## src/ast_pkg.sv

```systemverilog
package ast_pkg;

	// Parse modes of the front-end state machine
	localparam logic [2:0] MODE_BETWEEN = 3'd0;
	localparam logic [2:0] MODE_ARG     = 3'd1;
	localparam logic [2:0] MODE_ESC     = 3'd2;
	localparam logic [2:0] MODE_QUOTE   = 3'd3;
	localparam logic [2:0] MODE_QESC    = 3'd4;
	localparam logic [2:0] MODE_COMMENT = 3'd5;

	// Result kinds
	localparam logic KIND_BYTE = 1'b0;
	localparam logic KIND_END  = 1'b1;

	// Characters of interest
	localparam logic [7:0] CH_NUL    = 8'h00;
	localparam logic [7:0] CH_TAB    = 8'h09;
	localparam logic [7:0] CH_LF     = 8'h0A;
	localparam logic [7:0] CH_CR     = 8'h0D;
	localparam logic [7:0] CH_SPACE  = 8'h20;
	localparam logic [7:0] CH_QUOTE  = 8'h22;
	localparam logic [7:0] CH_HASH   = 8'h23;
	localparam logic [7:0] CH_BSLASH = 8'h5C;

	// Default depth of the queue between front and back
	localparam int QUEUE_DEPTH_DEF = 4;

	// One queue entry: the results caused by one text byte (one or two)
	typedef struct packed {
		logic       two;
		logic       kind0;
		logic [7:0] byte0;
		logic [7:0] byte1;
	} ast_entry_t;

	// Handshake between two stages
	typedef struct packed {
		logic valid;
		logic ready;
	} ast_hs_t;

	function automatic logic is_space(input logic [7:0] c);
		is_space = (c == CH_SPACE) || (c == CH_TAB) || (c == CH_LF) || (c == CH_CR);
	endfunction

endpackage

```

## src/ast_front.sv

```systemverilog
module ast_front
	import ast_pkg::*;
(
	input  logic       clk,
	input  logic       arst_n,
	input  logic       in_valid,
	output logic       in_ready,
	input  logic [7:0] text_byte,
	output ast_hs_t    push_hs_out,
	input  logic       push_ready,
	output ast_entry_t push_entry
);

	logic [2:0] mode_q;
	logic       open_q;
	logic [2:0] mode_d;
	logic       open_d;
	logic       has_res;
	logic       accept;

	assign in_ready = push_ready;
	assign accept   = in_valid && push_ready;

	// Classify the byte and work out the results it causes
	always_comb begin
		mode_d           = mode_q;
		open_d           = open_q;
		has_res          = 1'b0;
		push_entry.two   = 1'b0;
		push_entry.kind0 = KIND_BYTE;
		push_entry.byte0 = text_byte;
		push_entry.byte1 = text_byte;
		unique case (mode_q)
			MODE_ARG: begin
				priority if (text_byte == CH_NUL || is_space(text_byte)) begin
					has_res          = 1'b1;
					push_entry.kind0 = KIND_END;
					push_entry.byte0 = CH_NUL;
					open_d           = 1'b0;
					mode_d           = MODE_BETWEEN;
				end else if (text_byte == CH_BSLASH) begin
					mode_d = MODE_ESC;
				end else if (text_byte == CH_QUOTE) begin
					mode_d = MODE_QUOTE;
				end else if (text_byte == CH_HASH) begin
					has_res          = 1'b1;
					push_entry.kind0 = KIND_END;
					push_entry.byte0 = CH_NUL;
					open_d           = 1'b0;
					mode_d           = MODE_COMMENT;
				end else begin
					has_res = 1'b1;
				end
			end
			MODE_ESC: begin
				priority if (text_byte == CH_NUL) begin
					has_res          = 1'b1;
					push_entry.kind0 = KIND_END;
					open_d           = 1'b0;
					mode_d           = MODE_BETWEEN;
				end else if (text_byte == CH_LF || text_byte == CH_CR) begin
					mode_d = open_q ? MODE_ARG : MODE_BETWEEN;
				end else begin
					has_res = 1'b1;
					open_d  = 1'b1;
					mode_d  = MODE_ARG;
				end
			end
			MODE_QUOTE: begin
				priority if (text_byte == CH_NUL) begin
					has_res          = 1'b1;
					push_entry.kind0 = KIND_END;
					open_d           = 1'b0;
					mode_d           = MODE_BETWEEN;
				end else if (text_byte == CH_QUOTE) begin
					mode_d = MODE_ARG;
				end else if (text_byte == CH_BSLASH) begin
					mode_d = MODE_QESC;
				end else begin
					has_res = 1'b1;
				end
			end
			MODE_QESC: begin
				priority if (text_byte == CH_NUL) begin
					has_res          = 1'b1;
					push_entry.kind0 = KIND_END;
					open_d           = 1'b0;
					mode_d           = MODE_BETWEEN;
				end else if (text_byte == CH_BSLASH || text_byte == CH_QUOTE) begin
					has_res = 1'b1;
					mode_d  = MODE_QUOTE;
				end else if (text_byte == CH_LF || text_byte == CH_CR) begin
					mode_d = MODE_QUOTE;
				end else begin
					// keep the backslash, then the byte
					has_res          = 1'b1;
					push_entry.two   = 1'b1;
					push_entry.byte0 = CH_BSLASH;
					mode_d           = MODE_QUOTE;
				end
			end
			MODE_COMMENT: begin
				if (text_byte == CH_NUL || text_byte == CH_LF) begin
					mode_d = MODE_BETWEEN;
				end
			end
			default: begin
				mode_d = MODE_BETWEEN;
				priority if (text_byte == CH_NUL || is_space(text_byte)) begin
					open_d = 1'b0;
				end else if (text_byte == CH_HASH) begin
					mode_d = MODE_COMMENT;
				end else if (text_byte == CH_BSLASH) begin
					mode_d = MODE_ESC;
				end else if (text_byte == CH_QUOTE) begin
					open_d = 1'b1;
					mode_d = MODE_QUOTE;
				end else begin
					has_res = 1'b1;
					open_d  = 1'b1;
					mode_d  = MODE_ARG;
				end
			end
		endcase
	end

	assign push_hs_out.valid = accept && has_res;
	assign push_hs_out.ready = push_ready;

	// Advance parse state on each accepted byte
	always_ff @(posedge clk or negedge arst_n) begin
		if (!arst_n) begin
			mode_q <= MODE_BETWEEN;
			open_q <= 1'b0;
		end else if (accept) begin
			mode_q <= mode_d;
			open_q <= open_d;
		end
	end

`ifndef SYNTHESIS
	// Inside an argument or quotes an end mark is always owed
	a_open_in_arg: assert property (@(posedge clk) disable iff (!arst_n)
		(mode_q == MODE_ARG || mode_q == MODE_QUOTE || mode_q == MODE_QESC) |-> open_q)
		else $error("argument mode without open argument");
	// A byte that pushes results is accepted only when the queue has room
	a_push_room: assert property (@(posedge clk) disable iff (!arst_n)
		push_hs_out.valid |-> push_ready)
		else $error("push without queue room");
`endif

endmodule

```

## src/ast_queue.sv

```systemverilog
module ast_queue
	import ast_pkg::*;
#(
	parameter int DEPTH = QUEUE_DEPTH_DEF
) (
	input  logic       clk,
	input  logic       arst_n,
	input  logic       push,
	output logic       push_ready,
	input  ast_entry_t push_entry,
	output ast_hs_t    pop_hs,
	input  logic       pop,
	output ast_entry_t pop_entry
);

	localparam int PW = (DEPTH > 1) ? $clog2(DEPTH) : 1;
	localparam int CW = $clog2(DEPTH + 1);

	ast_entry_t    mem_q [DEPTH];
	logic [PW-1:0] wr_ptr_q;
	logic [PW-1:0] rd_ptr_q;
	logic [CW-1:0] count_q;
	logic          do_push;
	logic          do_pop;

	assign push_ready   = (count_q != CW'(DEPTH));
	assign pop_hs.valid = (count_q != '0);
	assign pop_hs.ready = pop;
	assign pop_entry    = mem_q[rd_ptr_q];
	assign do_push      = push && push_ready;
	assign do_pop       = pop && pop_hs.valid;

	// Store entries
	always_ff @(posedge clk) begin
		if (do_push) begin
			mem_q[wr_ptr_q] <= push_entry;
		end
	end

	// Advance pointers and occupancy
	always_ff @(posedge clk or negedge arst_n) begin
		if (!arst_n) begin
			wr_ptr_q <= '0;
			rd_ptr_q <= '0;
			count_q  <= '0;
		end else begin
			if (do_push) begin
				wr_ptr_q <= (wr_ptr_q == PW'(DEPTH - 1)) ? '0 : wr_ptr_q + 1'b1;
			end
			if (do_pop) begin
				rd_ptr_q <= (rd_ptr_q == PW'(DEPTH - 1)) ? '0 : rd_ptr_q + 1'b1;
			end
			if (do_push && !do_pop) begin
				count_q <= count_q + 1'b1;
			end else if (do_pop && !do_push) begin
				count_q <= count_q - 1'b1;
			end
		end
	end

`ifndef SYNTHESIS
	a_count_range: assert property (@(posedge clk) disable iff (!arst_n)
		count_q <= CW'(DEPTH))
		else $error("queue occupancy out of range");
	a_empty_ptrs: assert property (@(posedge clk) disable iff (!arst_n)
		(count_q == '0) |-> (wr_ptr_q == rd_ptr_q))
		else $error("empty queue with unequal pointers");
`endif

endmodule

```

## src/ast_back.sv

```systemverilog
module ast_back
	import ast_pkg::*;
(
	input  logic       clk,
	input  logic       arst_n,
	input  ast_hs_t    pop_hs,
	output logic       pop,
	input  ast_entry_t pop_entry,
	output logic       out_valid,
	input  logic       out_ready,
	output logic       out_kind,
	output logic [7:0] out_byte,
	output logic       out_last
);

	logic       out_valid_q;
	logic       out_kind_q;
	logic [7:0] out_byte_q;
	logic       out_last_q;
	logic       pend_q;
	logic [7:0] pend_byte_q;
	logic       load;

	assign load = !out_valid_q || out_ready;
	assign pop  = load && !pend_q && pop_hs.valid;

	assign out_valid = out_valid_q;
	assign out_kind  = out_kind_q;
	assign out_byte  = out_byte_q;
	assign out_last  = out_last_q;

	// Hold the output transaction; feed the second result before the next entry
	always_ff @(posedge clk or negedge arst_n) begin
		if (!arst_n) begin
			out_valid_q <= 1'b0;
			pend_q      <= 1'b0;
		end else if (load) begin
			if (pend_q) begin
				out_valid_q <= 1'b1;
				pend_q      <= 1'b0;
			end else begin
				out_valid_q <= pop_hs.valid;
				pend_q      <= pop_hs.valid && pop_entry.two;
			end
		end
	end

	// Payload
	always_ff @(posedge clk) begin
		if (load) begin
			if (pend_q) begin
				out_kind_q <= KIND_BYTE;
				out_byte_q <= pend_byte_q;
				out_last_q <= 1'b1;
			end else if (pop_hs.valid) begin
				out_kind_q  <= pop_entry.kind0;
				out_byte_q  <= pop_entry.byte0;
				out_last_q  <= !pop_entry.two;
				pend_byte_q <= pop_entry.byte1;
			end
		end
	end

`ifndef SYNTHESIS
	a_pend_behind_out: assert property (@(posedge clk) disable iff (!arst_n)
		pend_q |-> (out_valid_q && !out_last_q))
		else $error("second result pending without first on output");
	a_no_pop_pending: assert property (@(posedge clk) disable iff (!arst_n)
		pend_q |-> !pop)
		else $error("entry taken while second result pending");
`endif

endmodule

```

## src/argument_string_tokenizer.sv

```systemverilog
// Channel   Dir  Bits of tdata / tuser / tlast
// s_axis    in   tdata[7:0] text_byte
// m_axis    out  tdata[7:0] arg_byte, tuser kind, tlast last_of_run
//
// One text byte is taken per cycle while the queue has room. A byte that yields one result
// gives one output transaction; a byte inside quotes that keeps its backslash yields two.
// A result passes through the queue write and then the output register before it appears.
// The queue of QUEUE_DEPTH entries lets input continue while the output is stalled;
// s_axis_tready falls only when the queue is full.
// Reset clears parse state, queue occupancy and the output valid and pending flags.
module argument_string_tokenizer
	import ast_pkg::*;
#(
	parameter int QUEUE_DEPTH = QUEUE_DEPTH_DEF
) (
	input  logic       clk,
	input  logic       arst_n,
	input  logic       s_axis_tvalid,
	output logic       s_axis_tready,
	input  logic [7:0] s_axis_tdata,  // [7:0] text_byte
	output logic       m_axis_tvalid,
	input  logic       m_axis_tready,
	output logic [7:0] m_axis_tdata,  // [7:0] arg_byte
	output logic       m_axis_tuser,  // [0] kind
	output logic       m_axis_tlast
);

	ast_hs_t    push_hs;
	ast_hs_t    pop_hs;
	ast_entry_t push_entry;
	ast_entry_t pop_entry;
	logic       push_ready;
	logic       pop;

	// Classify bytes and run the parse state
	ast_front u_front (
		.clk         (clk),
		.arst_n      (arst_n),
		.in_valid    (s_axis_tvalid),
		.in_ready    (s_axis_tready),
		.text_byte   (s_axis_tdata),
		.push_hs_out (push_hs),
		.push_ready  (push_ready),
		.push_entry  (push_entry)
	);

	// Decouple front from back
	ast_queue #(
		.DEPTH (QUEUE_DEPTH)
	) u_queue (
		.clk        (clk),
		.arst_n     (arst_n),
		.push       (push_hs.valid),
		.push_ready (push_ready),
		.push_entry (push_entry),
		.pop_hs     (pop_hs),
		.pop        (pop),
		.pop_entry  (pop_entry)
	);

	// Emit results one transaction at a time
	ast_back u_back (
		.clk       (clk),
		.arst_n    (arst_n),
		.pop_hs    (pop_hs),
		.pop       (pop),
		.pop_entry (pop_entry),
		.out_valid (m_axis_tvalid),
		.out_ready (m_axis_tready),
		.out_kind  (m_axis_tuser),
		.out_byte  (m_axis_tdata),
		.out_last  (m_axis_tlast)
	);

endmodule
```

## config.mk

```make
export PLATFORM = sky130hd
export DESIGN_NAME = argument_string_tokenizer
export DESIGN_NICKNAME = d
export VERILOG_FILES = /design/src/ast_pkg.sv /design/src/ast_front.sv /design/src/ast_queue.sv /design/src/ast_back.sv /design/src/argument_string_tokenizer.sv
export SDC_FILE = /design/constraint.sdc
export NUM_CORES = 1
export LEC_CHECK = 0
export BUFFER_PORTS_ARGS = -buffer_cell sky130_fd_sc_hd__buf_4
export CORE_MARGIN = 4
export CORE_UTILIZATION = 65
export CTS_BUF_LIST = sky130_fd_sc_hd__clkbuf_4 sky130_fd_sc_hd__clkbuf_8
export DETAILED_ROUTE_END_ITERATION = 7
export PLACE_DENSITY = 0.84
export SLEW_MARGIN = 10
export SYNTH_ARGS = -nofsm -noshare
export SYNTH_HDL_FRONTEND = slang
export SYNTH_SLANG_ARGS = --single-unit
```

## constraint.sdc

```tcl
create_clock -name clk -period 5.9 [get_ports clk]
set_clock_uncertainty 0.1 [all_clocks]
set_input_delay 0.885 -clock clk [delete_from_list [all_inputs] [get_ports clk]]
set_output_delay 0.885 -clock clk [all_outputs]
set_load 0.05 [all_outputs]
```

==> results by group <==
Setup path
  – CP max-delay cell: or4_1
  – R2r setup slk: 2.81 ns
  – Req. time, crit path: between 6 and 7 ns
  – CP most frequent cell: nor2_1
  – CP arrival: roughly 3.6 ns
  – CP max stage delay: around 0.56 ns
  – Highest net fanout along the worst path: 15
  – Crit-path cells: buf_4, or4_1, nor2_1, nor2_1, o31a_1, nor3_4, ha_1, inv_1, fa_1, xor2_1, nor2_1, xor2_1
  – FF-to-FF Start: u_front.mode_q[2]
  – Startpoint types: input pin
  – Reg2Reg Depth: 10
  – Nature of the critical path endpoint: register
  – Crit Reg-Reg Endpoint: u_queue.count_q[2]
  – CP Class: input pin to register

Drt
  – Vias: 2573
  – Vias per inst: about 6.3
  – Pre-antenna DRT Iters: 5
  – Drt total wl: about 9000 µm
  – Post-route ant nets: 0
  – # DRC: 0
  – Starting DRT DRC Count: between 200 and 250
  – Routed len/inst: 21.9 µm

Yosys
  – Compound-Gate Fraction of Synth Area: under 10%
  – Syn_nets: 308
  – Syn Inst Count: 288
  – Post-Synth Adder-Cell Area: under 10%
  – Synth async-reset ratio: roughly an eighth
  – Avg Cell Area, Syn: 15.9 µm²
  – Number of distinct library cells after synthesis: 57
  – Seq/Total Area, Yosys: between 60% and 70%
  – Synthesis Warnings: 0
  – Number of flops mapped to enable cells by yosys: 90
  – Yosys top cell area share: around 60%
  – Post-synthesis xor/xnor area fraction: less than 1%
  – Leading area contributor after synthesis: edfxtp_1
  – Largest family of logic cells by synthesized area: multiplexers
  – Multiplexer area fraction after synthesis: 12.8%
  – Synth area leaders: edfxtp_1 (59%), mux4_2 (8.9%), dfrtp_1 (7.1%)
  – Simple-gate share of the synthesized area: roughly a tenth
  – Prevailing post-synth register cell: edfxtp_1
  – Register bit count reported by yosys: 103
  – Mapped cell area: roughly 4600 µm²

CTS
  – Worst-path clk slew: between 0.1 and 0.15 ns
  – CTS tree: yes
  – Hold_buf cts: 0
  – CTS sink count: slightly above 100
  – CTS root buffer: clkbuf_8
  – Post-CTS setup buffers: 0
  – Post-CTS sizing: 0
  – Number of CTS-inserted buffers: 9
  – Clk buf depth: 2
  – H-tree Lvls: 3
  – Worst skew pair latency: 0.36 ns

Final layout
  – Ant diodes: 0
  – Area grow syn2layout: 9.49%
  – Most frequent cells in the layout: edfxtp_1 (90), buf_4 (25), mux4_2 (18)
  – Most common cell after layout, fill and taps aside: edfxtp_1
  – Fraction of layout cells with a size suffix above 1: 25.4%
  – Fin nets: 330

GRT
  – Total grt overflow: 0
  – Vias in the first global route: approximately 2600
  – Largest net degree at the start of global routing: 21
  – Total GRT Usage: a little under a quarter
  – First-pass GRT wire length: between 10000 and 15000 µm
  – Antenna violations before repair: 0

STA
  – Pins over their slew limit: 0
  – Final Cycle Share: 57.1%
  – Worst-Margin Slew: about 1.1 ns
  – Unrepaired setup endpoints after global routing: no
  – Fin Hold WS: between 0.2 and 0.3 ns
  – Final setup fails: 0
  – Setup tns final: 0 ns
  – Fmax: a little under 300 MHz
  – Period minus WS final: between 3 and 4 ns
  – Slew margin rel.: about 26%
  – Hold Violations, Final: 0

Power
  – Maximum vdd drop: between 0.2 and 0.3 mV
  – Leakage: approximately 1.8 nW
  – Pwr Density: 520 nW/µm²

Floorplan
  – Placement Rows: 30
  – Core Footprint: just under 7000 µm²
  – Initial core utilization: approximately 67%
  – Die Y: ~92 µm
  – Die area: 8440 µm²
  – Die span in x: between 90 and 100 µm
  – I/O Pins: 24

Run status
  – Outcome: finished clean

Placed design
  – Detailed placement HPWL: approximately 6000 µm
  – Routability cong.: between 0.9 and 1
  – IO Port Bufs: 23

Flow run
  – Total of max-cap violations: 0

Min path
  – Hold Path Class: input pin to asynchronous set/reset pin
[synth_stat cells, types with 2 or more instances]
cell type and instances:
nand4_1 2, a21oi_1 10, nor3b_1 2, o21ai_0 3
ha_1 7, nand2b_1 4, nand3_1 6, or2_2 2
nand2_1 14, o211a_1 2, or4_1 2, mux2_1 3
o21bai_1 3, o31a_1 2, xnor2_1 2, a31oi_1 2
nor2b_1 5, mux4_2 18, clkbuf_1 8, inv_1 8
dfrtp_1 13, xor2_1 2, buf_2 3, nor4_1 3
edfxtp_1 90, nor3_1 6, and2_1 7, a22oi_1 2
mux2_2 12, o211ai_1 2, nor2_1 17
[layout make-up]
cell class	instances	area, µm²
clock buffers	9	124
clock inverters	7	67.6
repair buffers	25	188
multi-input cells	163	1450
well taps	96	120
flip-flops and latches	103	3030
inverters	8	30.0
fillers	434	1820
[report_power, final]
part           internal (mW)  switching (mW)  total, mW  leakage [nW]
Sequential              1.07           0.160       1.23         0.982
Clock                  0.163           0.246      0.409        0.0984
Combinational          0.415           0.546      0.961         0.675
[worst max path at each step]
stage	endpoint	from
6_report	u_queue.count_q[2]	s_axis_tdata[1]
5_1_grt	u_queue.count_q[2]	s_axis_tdata[1]
4_1_cts	u_queue.count_q[2]	s_axis_tdata[1]
3_5_place_dp	u_queue.mem_q[1][8]	s_axis_tdata[1]
3_3_place_gp	u_queue.count_q[2]	s_axis_tdata[1]
2_1_floorplan	u_queue.count_q[2]	s_axis_tdata[5]
[layer usage]
layer / vias up / global-route usage [%] / wire, µm
met5: - / 0 / 0
met4: 0 / 7.18 / 174
met3: 18 / 3.94 / 346
met2: 87 / 40.0 / 4860
met1: 1301 / 31.0 / 3640
li1: 1167 / - / -
[per-stage QoR]
step	worst slack (ns)	std cells	power, mW	area, µm²	utilization (%)
final	2.53	411	2.60	5010	73.3
after global routing	2.33	411	2.74	5010	73.3
after CTS	2.54	411	2.62	5010	73.3
after detailed placement	2.16	395	2.21	4820	70.5
after global placement	2.21	395	2.15	4820	70.5
after floorplan	2.36	288	1.93	4570	-
[registers in the layout, summed over array words and instances (netlist names), 2 cells and up]
| name | count |
|---|---|
| u_back.out_byte | 8 |
| u_back.pend_byte_q | 8 |
| u_front.mode_q | 3 |
| u_queue.count_q | 3 |
| u_queue.mem_q | 72 |
| u_queue.rd_ptr_q | 2 |
| u_queue.wr_ptr_q | 2 |
[worst max-delay path: cells and delay by family]
family / cells / cell delay, ns
AND/OR/NAND/NOR: 5 / 1.19
buffers and inverters: 2 / 0.23
AO/OA/AOI/OAI: 1 / 0.28
XOR/XNOR: 2 / 0.30
adder cells (fa/ha/maj): 2 / 0.67
[logic make-up after synthesis]
logic type      Yosys count
xor+xnor                  4
buf+inv                  22
compound gates           37
simple gates             80
mux                      34
fa+ha+maj                 8
flops                   103
No activity file was read; power rests on OpenSTA's default activity.
